[config.mk]
export PLATFORM = sky130hd
export DESIGN_NAME = servo_write_packet_framer_core
export DESIGN_NICKNAME = d
export VERILOG_FILES = /design/src/swpf_pkg.sv /design/src/swpf_ctrl.sv /design/src/swpf_dp.sv /design/src/servo_write_packet_framer_core.sv
export SDC_FILE = /design/constraint.sdc
export NUM_CORES = 1
export LEC_CHECK = 0
export ABC_CLOCK_PERIOD_IN_PS = 4500
export CORE_UTILIZATION = 55
export DETAILED_ROUTE_END_ITERATION = 8
export DONT_BUFFER_PORTS = 1
export GPL_TIMING_DRIVEN = 1
export PLACE_DENSITY = 0.78
export SLEW_MARGIN = 10
export SYNTH_ARGS = -nofsm -noshare
export SYNTH_HDL_FRONTEND = slang
export SYNTH_SLANG_ARGS = --single-unit
export TNS_END_PERCENT = 100
[constraint.sdc]
create_clock -name clk -period 4.5 [get_ports clk]
set_input_delay 0.9 -clock clk [delete_from_list [all_inputs] [get_ports clk]]
set_output_delay 0.9 -clock clk [all_outputs]
set_load 0.05 [all_outputs]
[src/swpf_pkg.sv]
// Shared types and constants for the servo write packet framer.
// No dependencies; imported by the controller, datapath and top level.
`timescale 1ns / 1ps

package swpf_pkg;

  localparam int unsigned IdxW = 4;

  // Fixed packet bytes
  localparam logic [7:0] HDR_FF    = 8'hFF;
  localparam logic [7:0] HDR_FD    = 8'hFD;
  localparam logic [7:0] HDR_RSV   = 8'h00;
  localparam logic [7:0] LEN_NARROW = 8'h06;
  localparam logic [7:0] LEN_WIDE   = 8'h09;
  localparam logic [7:0] LEN_HI     = 8'h00;
  localparam logic [7:0] INST_WRITE = 8'h03;
  localparam logic [15:0] CRC_POLY  = 16'h8005;
  localparam logic [15:0] CRC_INIT  = 16'h0000;

  // Byte positions within the packet
  localparam logic [IdxW-1:0] POS_HDR0    = 4'd0;
  localparam logic [IdxW-1:0] POS_HDR1    = 4'd1;
  localparam logic [IdxW-1:0] POS_HDR2    = 4'd2;
  localparam logic [IdxW-1:0] POS_HDR3    = 4'd3;
  localparam logic [IdxW-1:0] POS_ID      = 4'd4;
  localparam logic [IdxW-1:0] POS_LEN_LO  = 4'd5;
  localparam logic [IdxW-1:0] POS_LEN_HI  = 4'd6;
  localparam logic [IdxW-1:0] POS_INST    = 4'd7;
  localparam logic [IdxW-1:0] POS_ADDR_LO = 4'd8;
  localparam logic [IdxW-1:0] POS_ADDR_HI = 4'd9;
  localparam logic [IdxW-1:0] POS_VAL0    = 4'd10;
  localparam logic [IdxW-1:0] POS_VAL1    = 4'd11;
  localparam logic [IdxW-1:0] POS_VAL2    = 4'd12;
  localparam logic [IdxW-1:0] POS_VAL3    = 4'd13;
  localparam logic [IdxW-1:0] POS_CRC_NARROW = 4'd11;
  localparam logic [IdxW-1:0] POS_CRC_WIDE   = 4'd14;
  localparam logic [IdxW-1:0] POS_END_NARROW = 4'd12;
  localparam logic [IdxW-1:0] POS_END_WIDE   = 4'd15;

  typedef enum logic {
    ST_IDLE,
    ST_SEND
  } state_t;

  typedef struct packed {
    logic start;  // capture command, restart byte counter and CRC
    logic load;   // move next packet byte into the output register
  } swpf_cmd_t;

  typedef struct packed {
    logic final_byte;  // byte at the counter is the packet's last
  } swpf_sts_t;

endpackage

[src/swpf_ctrl.sv]
// Controller FSM for the packet framer: input handshake, output valid, sequencing.
// Depends on swpf_pkg.
`timescale 1ns / 1ps

module swpf_ctrl (
  input  logic                clk,
  input  logic                rst_n,
  input  logic                in_valid,
  output logic                in_ready,
  output logic                out_valid,
  input  logic                out_ready,
  output swpf_pkg::swpf_cmd_t cmd,
  input  swpf_pkg::swpf_sts_t sts
);
  import swpf_pkg::*;

  state_t state_r, state_nxt;
  logic   out_valid_r, out_valid_nxt;

  always_ff @(posedge clk) begin
    if (!rst_n) begin
      state_r     <= ST_IDLE;
      out_valid_r <= 1'b0;
    end else begin
      state_r     <= state_nxt;
      out_valid_r <= out_valid_nxt;
    end
  end

  always_comb begin
    state_nxt = state_r;
    cmd       = '0;
    in_ready  = 1'b0;
    unique case (state_r)
      ST_IDLE: begin
        in_ready  = 1'b1;
        cmd.start = in_valid;
        if (in_valid) state_nxt = ST_SEND;
      end
      ST_SEND: begin
        // output slot free or being drained this cycle
        cmd.load = !out_valid_r || out_ready;
        if (cmd.load && sts.final_byte) state_nxt = ST_IDLE;
      end
      default: state_nxt = ST_IDLE;
    endcase
    if (cmd.load) out_valid_nxt = 1'b1;
    else if (out_ready) out_valid_nxt = 1'b0;
    else out_valid_nxt = out_valid_r;
  end

  assign out_valid = out_valid_r;

`ifndef NO_ASSERTIONS
  a_start_load_excl: assert property (@(posedge clk) disable iff (!rst_n)
    !(cmd.start && cmd.load))
    else $error("start and load in the same cycle");

  a_final_to_idle: assert property (@(posedge clk) disable iff (!rst_n)
    (cmd.load && sts.final_byte) |=> (state_r == ST_IDLE) && out_valid_r)
    else $error("final byte did not return controller to idle");

  a_start_to_send: assert property (@(posedge clk) disable iff (!rst_n)
    cmd.start |=> (state_r == ST_SEND))
    else $error("accepted command did not start sending");

  a_no_overwrite: assert property (@(posedge clk) disable iff (!rst_n)
    (out_valid_r && !out_ready) |-> !cmd.load)
    else $error("output register overwritten while stalled");
`endif

endmodule

[src/swpf_dp.sv]
// Datapath for the packet framer: command capture, id register, byte select,
// running CRC-16 and output byte register. Depends on swpf_pkg.
`timescale 1ns / 1ps

module swpf_dp (
  input  logic                clk,
  input  logic                rst_n,
  input  logic                cfg_wr_en,
  input  logic [7:0]          cfg_servo_id,
  input  logic                in_op,
  input  logic [15:0]         in_reg_address,
  input  logic signed [31:0]  in_write_value,
  output logic [7:0]          out_tx_byte,
  output logic                out_last,
  input  swpf_pkg::swpf_cmd_t cmd,
  output swpf_pkg::swpf_sts_t sts
);
  import swpf_pkg::*;

  logic [7:0]      servo_id_r;
  logic            op_r;
  logic [15:0]     addr_r;
  logic [31:0]     val_r;
  logic [IdxW-1:0] idx_r, idx_nxt;
  logic [15:0]     crc_r, crc_nxt;
  logic [7:0]      tx_byte_r;
  logic            last_r;

  logic [IdxW-1:0] crc_pos;
  logic [IdxW-1:0] end_pos;
  logic [7:0]      cur_byte;
  logic [7:0]      data_byte;
  logic            in_crc;

  // One byte of CRC-16, MSB first, no reflection
  function automatic logic [15:0] crc_step(input logic [15:0] crc_in, input logic [7:0] b);
    logic [15:0] c;
    c = crc_in ^ {b, 8'h00};
    for (int k = 0; k < 8; k++) begin
      if (c[15]) c = {c[14:0], 1'b0} ^ CRC_POLY;
      else c = {c[14:0], 1'b0};
    end
    return c;
  endfunction

  always_ff @(posedge clk) begin
    if (!rst_n) begin
      servo_id_r <= 8'h00;
    end else if (cfg_wr_en) begin
      servo_id_r <= cfg_servo_id;
    end
  end

  always_ff @(posedge clk) begin
    if (cmd.start) begin
      op_r   <= in_op;
      addr_r <= in_reg_address;
      val_r  <= in_write_value;
    end
    idx_r <= idx_nxt;
    crc_r <= crc_nxt;
    if (cmd.load) begin
      tx_byte_r <= cur_byte;
      last_r    <= sts.final_byte;
    end
  end

  assign crc_pos = op_r ? POS_CRC_WIDE : POS_CRC_NARROW;
  assign end_pos = op_r ? POS_END_WIDE : POS_END_NARROW;
  assign in_crc  = (idx_r >= crc_pos);
  assign sts.final_byte = (idx_r == end_pos);

  always_comb begin
    unique case (idx_r)
      POS_HDR0, POS_HDR1: data_byte = HDR_FF;
      POS_HDR2:           data_byte = HDR_FD;
      POS_HDR3:           data_byte = HDR_RSV;
      POS_ID:             data_byte = servo_id_r;
      POS_LEN_LO:         data_byte = op_r ? LEN_WIDE : LEN_NARROW;
      POS_LEN_HI:         data_byte = LEN_HI;
      POS_INST:           data_byte = INST_WRITE;
      POS_ADDR_LO:        data_byte = addr_r[7:0];
      POS_ADDR_HI:        data_byte = addr_r[15:8];
      POS_VAL0:           data_byte = val_r[7:0];
      POS_VAL1:           data_byte = val_r[15:8];
      POS_VAL2:           data_byte = val_r[23:16];
      POS_VAL3:           data_byte = val_r[31:24];
      default:            data_byte = 8'h00;
    endcase
    if (!in_crc) cur_byte = data_byte;
    else if (idx_r == crc_pos) cur_byte = crc_r[7:0];
    else cur_byte = crc_r[15:8];
  end

  always_comb begin
    idx_nxt = idx_r;
    crc_nxt = crc_r;
    if (cmd.start) begin
      idx_nxt = '0;
      crc_nxt = CRC_INIT;
    end else if (cmd.load) begin
      idx_nxt = idx_r + 1'b1;
      if (!in_crc) crc_nxt = crc_step(crc_r, data_byte);
    end
  end

  assign out_tx_byte = tx_byte_r;
  assign out_last    = last_r;

`ifndef NO_ASSERTIONS
  a_final_pos: assert property (@(posedge clk) disable iff (!rst_n)
    (cmd.load && sts.final_byte) |-> (idx_r == POS_END_NARROW || idx_r == POS_END_WIDE))
    else $error("packet ended at an unexpected byte position");
`endif

endmodule

[src/servo_write_packet_framer_core.sv]
// Servo write packet framer: one register-write command in, 13 or 16 packet bytes out.
// After the command beat the controller moves to send and loads the first byte into the output register.
// Then one byte per cycle unless out_ready stalls the output; a new command is taken once idle again.
// The CRC-16 is folded in one byte per cycle, when not stalled, as non-CRC bytes enter the output register.
// Reset (rst_n low, synchronous): controller idle, output empty, servo id 0.
`timescale 1ns / 1ps

module servo_write_packet_framer_core (
  input  logic               clk,
  input  logic               rst_n,
  input  logic               cfg_wr_en,
  input  logic [7:0]         cfg_servo_id,
  input  logic               in_valid,
  output logic               in_ready,
  input  logic               in_op,
  input  logic [15:0]        in_reg_address,
  input  logic signed [31:0] in_write_value,
  output logic               out_valid,
  input  logic               out_ready,
  output logic [7:0]         out_tx_byte,
  output logic               out_last
);
  import swpf_pkg::*;

  swpf_cmd_t cmd;
  swpf_sts_t sts;

  swpf_ctrl u_ctrl (
    .clk       (clk),
    .rst_n     (rst_n),
    .in_valid  (in_valid),
    .in_ready  (in_ready),
    .out_valid (out_valid),
    .out_ready (out_ready),
    .cmd       (cmd),
    .sts       (sts)
  );

  swpf_dp u_dp (
    .clk            (clk),
    .rst_n          (rst_n),
    .cfg_wr_en      (cfg_wr_en),
    .cfg_servo_id   (cfg_servo_id),
    .in_op          (in_op),
    .in_reg_address (in_reg_address),
    .in_write_value (in_write_value),
    .out_tx_byte    (out_tx_byte),
    .out_last       (out_last),
    .cmd            (cmd),
    .sts            (sts)
  );

endmodule
# Word-level counts from Yosys, hierarchy flattened

Index checks and enable logic that the tools add are counted.

Logic and storage cells: 86
Output and inout port bits: 11
Register bits after elaboration: 88
Bits of input ports: 62

Add/sub/neg operators: 1
Equality and inequality tests: 13
Muxes and demuxes: 43
Bitwise operators: 11
Reduce and logical (&&, ||, !) cells: 7
$lt $le $gt $ge: 1

Operator list:

| cell                | number |
|---|---|
| $mux 16             | 29 |
| $pmux 8 s11         | 1 |
| $eq 4x4->1 const B  | 6 |
| $not 3->3           | 8 |
| $mux 8              | 2 |
| $xor 16x16->16      | 1 |
| $eq 4x3->1 const B  | 3 |
| $eq 4x4->1          | 2 |
| $mux 1              | 7 |
| $add 4x1->4 const B | 1 |
| $eq 4x1->1 const B  | 1 |
| $eq 4x2->1 const B  | 1 |
| $ge 4x4->1          | 1 |
| $logic_not 4->1     | 1 |
| $mux 4              | 1 |
| $mux 3              | 1 |
| $mux 2              | 1 |
| $not 1->1           | 2 |
| $pmux 1 s2          | 1 |
| $reduce_and 2->1    | 1 |
| $reduce_bool 2->1   | 1 |
| $reduce_or 2->1     | 1 |
| $logic_and 1x1->1   | 1 |
| $logic_not 1->1     | 1 |
| $logic_or 1x1->1    | 1 |

# Longest topological paths before layout

Gate-level depths: netlist of the first run.

Depth after elaboration: 41
Gate-level depth with buffers: 13
Depth with buffers taken out: 10

# Hierarchy

From an unflattened synthesis of the first run, not the netlist that was laid out.

Cell total of the unflattened synthesis: 330
Area, all modules: 3995.1 sq um

By module, submodules not included:

| module    | sequential area each (sq um) | cells each | times used | area an instance (sq um) |
|---|---|---|---|---|
| swpf_dp   | 2302.2                       | 320        | 1          | 3895.0 |
| swpf_ctrl | 40.0                         | 10         | 1          | 100.1 |

# Worst setup path before layout of the first run

Ideal clock, no wire load.

Path kind: input-to-reg
Start: in in_valid
End: reg u_dp.addr_r[0] (enable)
Path slack: 1.381 ns
Library setup time: 0.432 ns
Stages on the path: 3
Data required time: 4.068 ns
Path buffers: 1
Arrival: 2.687 ns
Cells stage by stage: nand2_1 clkinv_1 buf_1

RTL lines:

| what                 | line                                 | text |
|---|---|---|
| start, declared      | servo_write_packet_framer_core.sv:13 | `input logic in_valid,` |
| end signal, assigned | swpf_dp.sv:57                        | `addr_r <= in_reg_address;` |
| end, declared        | swpf_dp.sv:22                        | `logic [15:0] addr_r;` |

# Final worst setup path of the first run

Start: reg u_dp.idx_r[2]
End: reg u_dp.crc_r[0]

Longest elaborated chain between the ends: 34
Elaborated cells between the ends (all ways): 54
Those cells by class: order compare (1); eq/ne (11); mux (30); bitwise (9); reduce/logical (3)

RTL lines:

| what                                                  | line                           | text |
|---|---|---|
| start, declared                                       | swpf_dp.sv:24                  | `logic [IdxW-1:0] idx_r, idx_nxt;` |
| start signal, assigned                                | swpf_dp.sv:60                  | `idx_r <= idx_nxt;` |
| $eq 4x1->1 or $logic_not 4->1 (tied branches)         | swpf_dp.sv:74                  | `unique case (idx_r)` |
| $reduce_or 2->1                                       | swpf_dp.sv:74                  |  |
| $pmux 8 s11                                           | swpf_dp.sv:74                  |  |
| $xor 16x16->16                                        | swpf_dp.sv:38                  | `c = crc_in ^ {b, 8'h00};` |
| $mux 16 or $not 3->3 (tied branches)                  | n/a                            |  |
| $mux 16 (on tied branches)                            | swpf_dp.sv:103, swpf_dp.sv:40  |  |
| $mux 16 (on tied branches)                            | swpf_dp.sv:101, swpf_dp.sv:103 |  |
| $mux 16 (on tied branches)                            | swpf_dp.sv:98, swpf_dp.sv:101  |  |
| [... 18 more ...]                                     | n/a                            |  |
| $mux 16 (on tied branches)                            | swpf_dp.sv:101, swpf_dp.sv:103 |  |
| $mux 16 (on tied branches)                            | swpf_dp.sv:98, swpf_dp.sv:101  |  |
| $not 3->3 (no source line) or $mux 16 (tied branches) | n/a                            |  |
| $mux 16                                               | swpf_dp.sv:40                  | `if (c[15]) c = {c[14:0], 1'b0} ^ CRC_POLY;` |
| $mux 16                                               | swpf_dp.sv:103                 | `if (!in_crc) crc_nxt = crc_step(crc_r, data_byte);` |
| $mux 16                                               | swpf_dp.sv:101                 | `end else if (cmd.load) begin` |
| $mux 16                                               | swpf_dp.sv:98                  | `if (cmd.start) begin` |
| $mux 16                                               | swpf_dp.sv:40                  |  |
| end signal, assigned                                  | swpf_dp.sv:61                  | `crc_r <= crc_nxt;` |
| end, declared                                         | swpf_dp.sv:25                  | `logic [15:0] crc_r, crc_nxt;` |

Parallel ways exist; a longest one is shown, timed or not. The select of a mux whose other input is x is not followed.
A chain may end at the register's enable or synchronous reset.

==> results.sh, run 1 <==
export IMPL_cp_cell_sequence="nand2b_1 > o22ai_1 > or4b_1 > xor2_1 > xnor2_2 > xor3_2 > xor2_1 > a21oi_1"
export IMPL_start_kind="flop"
export IMPL_hp_start="u_dp.crc_r[3]"
export IMPL_via_per_inst=5.837
export IMPL_grt_max_degree=35
export IMPL_seq_area_frac_synth=0.5892
export IMPL_status="completed"
export IMPL_port_buffers=0
export IMPL_final_max_slew_viol_count=0
export IMPL_skew_ns=0.01167
export IMPL_grt_use_total=0.2108
export IMPL_insertion_delay_ns=0.36
export IMPL_yosysTopAreaCell="edfxtp_1"
export IMPL_clk_path_buf_depth=2
export IMPL_die_height_um=87.02
export IMPL_cts_sinks=88
export IMPL_grt_overflow_total=0
export IMPL_cts_hold_buf=0
export IMPL_diodes=0
export IMPL_yosysMostFrequentCell="edfxtp_1"
export IMPL_vdd_drop_max_mv=0.4627
export IMPL_yosysUniqueCellTypes=53
export IMPL_crit_type="flop to flop"
export IMPL_seq_power_share=0.462
export IMPL_worstMarginPinSlew_ns=1.039
export IMPL_synth_edf_count=58
export IMPL_hold_path_end="u_dp.crc_r[11]"
export IMPL_ys_seq_elements=88
export IMPL_synthTopCellsByArea="edfxtp_1, dfxtp_1, xnor2_1"
export IMPL_intPower_uw=1591
export IMPL_yosys_area_share_simple=0.1080
export IMPL_p_sw_uw=701.2
export IMPL_ant_nets=0
export IMPL_async_flop_share=0
export IMPL_hold_viol=0
export IMPL_routedWlPerCell_um=17.81
export IMPL_cp_num_buf_inv=0
export IMPL_setup_viol=0
export IMPL_synth_top_cell_area_share=0.4381
export IMPL_yosysWarnings=0
export IMPL_end_kind="flop"
export IMPL_clk_pin_slew_ns=0.09
export IMPL_finalWorstSetupSlack_ns=1.070
export IMPL_fin_crit_ns=3.430
export IMPL_reg2regPathDepth=8
export IMPL_syn_inst=323
export IMPL_grt_pass1_vias=2317
export IMPL_cts_buffers_inserted=9
export IMPL_cp_slowest_cell="dfxtp_1"
export IMPL_fillers=542
export IMPL_drcViolationCount=0
export IMPL_required_ns=4.70
export IMPL_crit_top_cell="xor2_1"
export IMPL_avgSynthCellArea_um2=12.31
export IMPL_critPathMaxFanout=30
export IMPL_htree_levels=3
export IMPL_combPwrFrac=0.275
export IMPL_initial_utilization=0.5787
export IMPL_core_area_um2=6869
export IMPL_gp_congestion=0.8706
export IMPL_max_cap_violations=0
export IMPL_die_x_um=87.02
export IMPL_cts_setup_buffers=0
export IMPL_io_pins=73
export IMPL_drt_iter0_drc=223
export IMPL_r2r_start="u_dp.idx_r[2]"
export IMPL_yosys_area_share_adder=0.01889
export IMPL_period_share=0.7622
export IMPL_p_clk_frac=0.263
export IMPL_dp_hpwl_mm=5.209
export IMPL_vias=2440
export IMPL_switching_share=0.3059
export IMPL_worstPathArrival_ns=3.63
export IMPL_p_per_area_nw_per_um2=545.2
export IMPL_routed_wl_mm=7.446
export IMPL_place_ws_ns=1.101
export IMPL_cp_slowest_stage_delay_ns=1.02
export IMPL_drive_gt1_frac=0.1180
export IMPL_tritoncts="yes"
export IMPL_areaGrowthSynthToFinish_pct=5.760
export IMPL_finalSetupTns_ns=0
export IMPL_hold_class="flop to flop"
export IMPL_cts_resized=0
export IMPL_syn_nets=391
export IMPL_synth_compound_area_frac=0.1228
export IMPL_critPathTopFamily="XOR/XNOR gates"
export IMPL_worstReg2RegEnd="u_dp.crc_r[0]"
export IMPL_rsz0062_at_grt="no"
export IMPL_whs_path_depth=2
export IMPL_yosys_top_cells_count="edfxtp_1, nand2_1, dfxtp_1"
export IMPL_antenna_found_initial=0
export IMPL_max_freq_ghz=0.2915
export IMPL_die_area_um2=7572
export IMPL_synth_flop_cell="edfxtp_1"
export IMPL_p_leak_uw=0.001444
export IMPL_synth_top_family_by_area="compound AO/OA/AOI/OAI gates"
export IMPL_syn_cell_area_um2=3975
export IMPL_slew_headroom=0.3065
export IMPL_num_rows=30
export IMPL_rrSetupSlack_ns=1.07
export IMPL_final_nets=385
export IMPL_drt_pre_antenna_iters=5
export IMPL_cts_root_buf="clkbuf_8"
export IMPL_synthMuxAreaShare=0.05319
export IMPL_grt_pass1_wl_mm=11.60
export IMPL_synth_xor_xnor_area_share=0.06641
tightest hold or removal path: stages, from the launching register on:
cell and delay [ns]:
dfxtp_1 0.33, nand2_1 0.05, a21oi_1 0.05
through the flow:
stage          power, uW    util  hold WS, ns  cell area, um2  instances
2_1_floorplan       1611       -       0.4427            3975        323
3_3_place_gp        1686  0.5792       0.4518            3979        402
3_5_place_dp        1699  0.5792       0.4597            3979        402
4_1_cts             2302  0.6120       0.4716            4204        418
5_1_grt             2402  0.6120       0.4945            4204        418
6_report            2292  0.6120       0.4713            4204        418
state kept, by name (all words and copies together) (netlist names):
signal,flops
u_dp.addr_r,16
u_dp.val_r,32
u_dp.servo_id_r,8
u_dp.idx_r,4
u_dp.op_r,1
u_dp.out_last,1
u_ctrl.out_valid,1
u_dp.out_tx_byte,8
u_dp.crc_r,16
u_ctrl.state_r,1
worst max-delay path by stage:
stage	from	end	cells after the start
final	u_dp.idx_r[2]	u_dp.crc_r[0]	8
after global routing	u_dp.idx_r[1]	u_dp.crc_r[15]	10
after CTS	u_dp.idx_r[1]	u_dp.crc_r[0]	10
after detailed placement	u_dp.idx_r[1]	u_dp.crc_r[15]	10
after global placement	u_dp.idx_r[1]	u_dp.crc_r[0]	10
after floorplan	in_valid	u_dp.addr_r[0]	3
layout by cell type (no fill, tap or decap), types with 11 or more instances in the layout:
master,instances
a21oi_1,22
edfxtp_1,58
nor2_1,19
xnor2_1,16
mux2i_1,11
dfxtp_1,30
nand2_1,32
power by group through the flow:
stage / registers, uW / logic [uW] / clock network [uW]
final: 1060 / 629 / 603
after detailed placement: 1080 / 622 / 0
after floorplan: 1050 / 557 / 0
after global routing: 1070 / 682 / 650
after CTS: 1060 / 628 / 616
after global placement: 1070 / 611 / 0
layout make-up:
type	count	area [um2]	area share
Clock buffer	9	123.9	0.02946
Clock inverter	7	101.3	0.02411
Inverter	9	33.78	0.008036
Multi-Input combinational cell	207	1468	0.3491
Sequential cell	88	2342	0.5571
Tap cell	96	120.1	0.02857
Timing Repair Buffer	2	15.01	0.003571
cells by family after synthesis:
group                      Yosys count
DFF                                 88
muxes                               20
AOI/OAI and AO/OA                   71
buffers and inverters               28
xor gates and xnor gates            25
adders and majority gates            6
and+or+nand+nor                     85
metal layers:
layer	part of all wire	GRT usage
met3	0.080	0.08246
met5	0	0
met4	0.0081	0.06515
met1	0.47	0.2958
met2	0.45	0.3014
Note: power is estimated with default switching activity, not from simulation.
==> run 2, diff against run 1 <==
- ABC_CLOCK_PERIOD_IN_PS: 4500 -> 3100
- PLACE_DENSITY: 0.78 -> 0.81
- clock period: 4.5 -> 3.1 ns (I/O delays scaled with it)
==> run 2 against run 1 <==
  * Wire length up 12%
  * Count of clock-buffer cells in the layout unchanged
  * Sequential power up 45%
  * Sequential cell count unchanged
  * Die area unchanged
  * Via count up 6.6%
==> results.sh, run 2 (same netlist as run 1, synthesis figures left out) <==
export IMPL_required_ns=3.40
export IMPL_routed_wl_mm=8.342
export IMPL_antenna_found_initial=0
export IMPL_r2r_start="u_dp.idx_r[1]"
export IMPL_insertion_delay_ns=0.37
export IMPL_utilization=0.6576
export IMPL_hold_path_end="u_dp.addr_r[1]"
export IMPL_place_ws_ns=-0.07536
export IMPL_setup_viol=0
export IMPL_die_x_um=87.02
export IMPL_placed_cells_incl_taps=419
export IMPL_start_kind="flop"
export IMPL_num_rows=30
export IMPL_rrSetupSlack_ns=0.05
export IMPL_cp_slowest_stage_delay_ns=0.45
export IMPL_layout_common_cells="edfxtp_1, nand2_1, dfxtp_1, buf_4, a21oi_1"
export IMPL_diodes=0
export IMPL_max_cap_violations=0
export IMPL_grt_max_degree=39
export IMPL_tritoncts="yes"
export IMPL_initial_utilization=0.5787
export IMPL_worstPathArrival_ns=3.34
export IMPL_hold_viol=0
export IMPL_cp_num_buf_inv=3
export IMPL_fillers=497
export IMPL_cts_sinks=88
export IMPL_end_kind="flop"
export IMPL_clk_pin_slew_ns=0.10
export IMPL_reg2regPathDepth=12
export IMPL_crit_type="flop to flop"
export IMPL_regMostFlops="u_dp.val_r"
export IMPL_reg_top3="u_dp.val_r: 32 flops, u_dp.addr_r: 16 flops, u_dp.crc_r: 16 flops"
export IMPL_hold_class="input port to flop"
export IMPL_final_max_slew_viol_count=0
export IMPL_instances_no_fill=442
export IMPL_whs_ns=0.3369
export IMPL_ant_nets=0
export IMPL_areaGrowthSynthToFinish_pct=13.63
export IMPL_cts_hold_buf=0
export IMPL_dp_hpwl_mm=5.780
export IMPL_cts_buffers_inserted=9
export IMPL_layout_commonest_cell="edfxtp_1"
export IMPL_io_pins=73
export IMPL_grt_use_total=0.2206
export IMPL_vdd_drop_max_mv=0.4388
export IMPL_final_nets=409
export IMPL_period_share=0.9830
export IMPL_grt_overflow_total=0
export IMPL_rsz0062_at_grt="yes"
export IMPL_p_per_area_nw_per_um2=801.0
export IMPL_crit_top_cell="buf_4"
export IMPL_fin_crit_ns=3.047
export IMPL_whs_path_depth=0
export IMPL_cp_slowest_cell="xor3_2"
export IMPL_max_freq_ghz=0.3282
export IMPL_drt_pre_antenna_iters=5
export IMPL_port_buffers=0
export IMPL_routedWlPerCell_um=18.87
export IMPL_die_area_um2=7572
export IMPL_worstMarginPinSlew_ns=0.6070
export IMPL_critPathTopFamily="XOR/XNOR gates"
export IMPL_gp_congestion=0.8885
export IMPL_p_leak_uw=0.001592
export IMPL_die_height_um=87.02
export IMPL_drcViolationCount=0
export IMPL_core_area_um2=6869
export IMPL_via_per_inst=5.885
export IMPL_largest_reg_flops=32
export IMPL_cts_root_buf="clkbuf_8"
export IMPL_hp_start="in_reg_address[1]"
export IMPL_finalWorstSetupSlack_ns=0.05261
export IMPL_drt_iter0_drc=201
export IMPL_critPathMaxFanout=6
export IMPL_status="completed"
export IMPL_skew_ns=0.01398
export IMPL_grt_pass1_vias=2550
export IMPL_cp_cell_sequence="inv_2 > ha_4 > buf_4 > nor2b_2 > a211o_1 > a221oi_2 > buf_4 > xnor2_4 > xnor3_1 > xor3_2 > xor2_1 > a21oi_1"
export IMPL_slew_headroom=0.5948
export IMPL_clk_path_buf_depth=2
export IMPL_worstReg2RegEnd="u_dp.crc_r[0]"
export IMPL_grt_pass1_wl_mm=12.21
export IMPL_htree_levels=3
export IMPL_vias=2601
export IMPL_drive_gt1_frac=0.2225
-- run 2: cell types whose count changed in the layout (fill, tap and decap cells not counted), sizes merged --
cell,change
buf,+23
clkbuf,+1
clkinv,+2
clkinvlp,-2
-- run 2: cell type report --
| type | instances | area (um2) | share of cell area |
|---|---|---|---|
| well taps | 96 | 120.1 | 0.02659 |
| inverters | 9 | 33.78 | 0.007479 |
| flip-flops and latches | 88 | 2347 | 0.5197 |
| multi-input cells | 207 | 1582 | 0.3501 |
| clock inverters | 7 | 101.3 | 0.02244 |
| repair buffers | 26 | 209.0 | 0.04626 |
| clock buffers | 9 | 123.9 | 0.02742 |
-- run 2: worst max-delay path by stage --
stage / startpoint / endpoint / slack, ns / depth (start not counted)
2_1_floorplan: u_ctrl.state_r / u_dp.addr_r[0] / 0.13 / 4
3_3_place_gp: u_dp.idx_r[0] / u_dp.crc_r[0] / 0.02 / 10
3_5_place_dp: u_dp.idx_r[0] / u_dp.crc_r[15] / -0.08 / 10
4_1_cts: u_dp.idx_r[0] / u_dp.crc_r[15] / 0.02 / 10
5_1_grt: u_dp.idx_r[1] / u_dp.crc_r[15] / -0.05 / 12
6_report: u_dp.idx_r[1] / u_dp.crc_r[0] / 0.05 / 12
-- run 2: where the power goes --
group | total, uW | leakage, uW | switching [uW] | internal [uW]
logic | 1190 | 0.000682 | 566 | 628
clock network | 886 | 0.000114 | 423 | 464
registers | 1540 | 0.000797 | 142 | 1400
-- run 2: metal layers --
layer | GRT usage | part of all wire | vias to the layer above
met4 | 0.1076 | 0.025 | 0
li1 | - | - | 1218
met2 | 0.3436 | 0.48 | 116
met5 | 0 | 0 | -
met1 | 0.2817 | 0.43 | 1251
met3 | 0.06635 | 0.063 | 16
-- run 2: through the flow --
step	cell area [um2]	setup TNS (ns)	total power (uW)
after floorplan	3975	0	2339
after global placement	4119	0	2512
after detailed placement	4119	-0.1260	2552
after CTS	4352	0	3431
after global routing	4517	-0.1012	3757
final	4517	0	3618
-- run 2: timing repair --
item                       CTS  global route
setup endpoints to repair    2             3
pin swaps                    0            16
buffers inserted             0             7
resized for setup            2            21
-- run 2: worst reg2reg max path: stages (launching register included) --
cell      delay (ns)
dfxtp_4         0.40
inv_2           0.08
ha_4            0.19
buf_4           0.16
nor2b_2         0.14
a211o_1         0.24
a221oi_2        0.27
buf_4           0.20
xnor2_4         0.12
xnor3_1         0.43
xor3_2          0.45
xor2_1          0.17
a21oi_1         0.13
==> run 3, diff against run 2 <==
- ABC_AREA: unset -> 1
- MAX_ROUTING_LAYER: unset -> met4
==> run 3 against run 2 <==
  * Core utilization decreased by 5.9 points
  * Total power fell by 12%
  * Design area up 2.9%
  * Maximum frequency rose by 12%
  * Sequential power is essentially flat
  * Sequential share of layout area decreased by 1.6 points
  * Combinational power is 20% lower
  * Critical path depth is 2 higher
  * Global-route usage is 1.7 points higher
  * Area after synthesis increased by 12%
  * Sequential cell count did not move
  * Non-clock buffer count down 20
  * Largest cell class unchanged
  * Largest power group unchanged
==> results.sh, run 3 <==
export IMPL_status="completed"
export IMPL_vdd_drop_max_mv=0.3331
export IMPL_synthTopCellsByArea="edfxtp_1, dfxtp_1, nand2_1"
export IMPL_yosysUniqueCellTypes=37
export IMPL_avgSynthCellArea_um2=9.225
export IMPL_grt_pass1_wl_mm=15.02
export IMPL_final_nets=548
export IMPL_hold_viol=0
export IMPL_setup_viol=0
export IMPL_htree_levels=3
export IMPL_async_flop_share=0
export IMPL_routedWlPerCell_um=15.75
export IMPL_max_freq_ghz=0.3689
export IMPL_diodes=0
export IMPL_clk_pin_slew_ns=0.09
export IMPL_yosysMostFrequentCell="nand2_1"
export IMPL_core_area_um2=7767
export IMPL_areaGrowthSynthToFinish_pct=4.353
export IMPL_port_buffers=0
export IMPL_dp_hpwl_mm=6.590
export IMPL_insertion_delay_ns=0.36
export IMPL_hold_class="input port to flop"
export IMPL_p_total_uw=3202
export IMPL_regMostFlops="u_dp.val_r"
export IMPL_num_rows=32
export IMPL_layout_commonest_cell="nand2_1"
export IMPL_p_leak_uw=0.001926
export IMPL_grt_overflow_total=0
export IMPL_drt_iter0_drc=223
export IMPL_io_pins=73
export IMPL_period_share=0.8744
export IMPL_finalSetupTns_ns=0
export IMPL_synth_edf_count=58
export IMPL_final_max_slew_viol_count=0
export IMPL_yosysWarnings=0
export IMPL_antenna_found_initial=0
export IMPL_worstMarginPinSlew_ns=0.6683
export IMPL_drt_pre_antenna_iters=5
export IMPL_drcViolationCount=0
export IMPL_largest_reg_flops=32
export IMPL_layout_common_cells="nand2_1, edfxtp_1, nand3_1, nand4_1, inv_1"
export IMPL_crit_type="flop to flop"
export IMPL_end_kind="flop"
export IMPL_via_per_inst=5.879
export IMPL_grt_use_total=0.2376
export IMPL_critPathMaxFanout=9
export IMPL_max_cap_violations=0
export IMPL_start_kind="flop"
export IMPL_drive_gt1_frac=0.1485
export IMPL_reg_top3="u_dp.val_r: 32 flops, u_dp.addr_r: 16 flops, u_dp.crc_r: 16 flops"
export IMPL_seq_area_frac_synth=0.5257
export IMPL_synth_flop_cell="edfxtp_1"
export IMPL_worstPathArrival_ns=2.97
export IMPL_fillers=664
export IMPL_rsz0062_at_grt="no"
export IMPL_vias=3451
export IMPL_syn_inst=483
export IMPL_required_ns=3.36
export IMPL_ant_nets=0
export IMPL_grt_max_degree=56
export IMPL_ys_seq_elements=88
export IMPL_clk_path_buf_depth=2
export IMPL_p_per_area_nw_per_um2=688.6
export IMPL_die_height_um=92.01
export IMPL_cts_root_buf="clkbuf_8"
export IMPL_cts_buffers_inserted=9
export IMPL_yosysTopAreaCell="edfxtp_1"
export IMPL_skew_ns=0.009887
export IMPL_syn_nets=551
export IMPL_placed_cells_incl_taps=571
export IMPL_fin_crit_ns=2.711
export IMPL_cts_setup_buffers=0
export IMPL_yosys_top_cells_count="nand2_1, edfxtp_1, nand3_1"
export IMPL_initial_utilization=0.5736
export IMPL_instances_no_fill=587
export IMPL_grt_pass1_vias=3158
export IMPL_syn_cell_area_um2=4456
export IMPL_cts_sinks=88
export IMPL_routed_wl_mm=9.243
export IMPL_gp_congestion=0.9226
export IMPL_tritoncts="yes"
export IMPL_die_area_um2=8465
export IMPL_synth_top_cell_area_share=0.3909
export IMPL_die_x_um=92.01
export IMPL_slew_headroom=0.5539
run 3: cell type report:
type,count,area (um2),share of cell area
timing repair buffer,6,45.04,0.009688
tap,102,127.6,0.02745
sequential,88,2342,0.5038
clock inverter,7,52.55,0.01130
clock buffer,9,123.9,0.02664
multi-input combinational,333,1795,0.3862
inverter,42,162.7,0.03498
run 3: worst paths after layout:
path | from | endpoint | slack, ns | cells after the start
max reg2reg | u_dp.idx_r[1] | u_dp.crc_r[0] | 0.39 | 14
max | u_dp.idx_r[1] | u_dp.crc_r[0] | 0.39 | 14
min reg2reg | u_dp.crc_r[3] | u_dp.crc_r[3] | 0.53 | 2
min | in_write_value[3] | u_dp.val_r[3] | 0.35 | 0
run 3: worst max-delay path, cell delays in order (launching register included):
cell	delay [ns]
dfxtp_1	0.45
inv_1	0.14
ha_1	0.36
nor2_1	0.15
nand2_1	0.07
nand2_2	0.12
nand2_1	0.07
nor2_1	0.13
nand4_1	0.20
xor2_1	0.40
inv_1	0.15
nand3_1	0.14
nand3_1	0.09
o211ai_1	0.09
inv_1	0.05
run 3: repair_timing:
action / in CTS / in global routing
setup endpoints to repair: 0 / 2
resized for setup: 0 / 1
hold buffers: 0 / 0
run 3: routing by layer:
layer	vias to the layer above	share of wire	GRT usage	wire length, um
met5	-	0	-	0
met1	1589	0.42	0.2985	3923
met4	0	0.038	0.1211	348
li1	1665	-	-	-
met2	162	0.47	0.3682	4380
met3	35	0.064	0.04478	592
run 3: per-stage QoR:
stage	utilization	instance area [um2]	worst slack, ns	hold slack [ns]
floorplan	-	4458	0.3111	0.4634
detailed placement	0.5755	4471	0.3091	0.5076
global placement	0.5755	4471	0.3801	0.4994
global route	0.5986	4649	0.1383	0.3305
CTS	0.5983	4647	0.2772	0.3354
finish	0.5986	4649	0.3892	0.3490
run 3: kinds of logic after synthesis:
group	Yosys count	synth area share
XOR/XNOR	5	0.009828
AND/OR/NAND/NOR	267	0.3022
multiplexers	1	0.002527
AO/OA/AOI/OAI	54	0.06937
buffers and inverters	62	0.07358
adder cells (fa/ha/maj)	6	0.01685
flip-flops	88	0.5257
run 3: power by group:
group / internal [uW] / total [uW] / switching (uW)
Clock: 296 / 716 / 420
Sequential: 1390 / 1540 / 145
Combinational: 312 / 950 / 638
Total: 2000 / 3200 / 1200
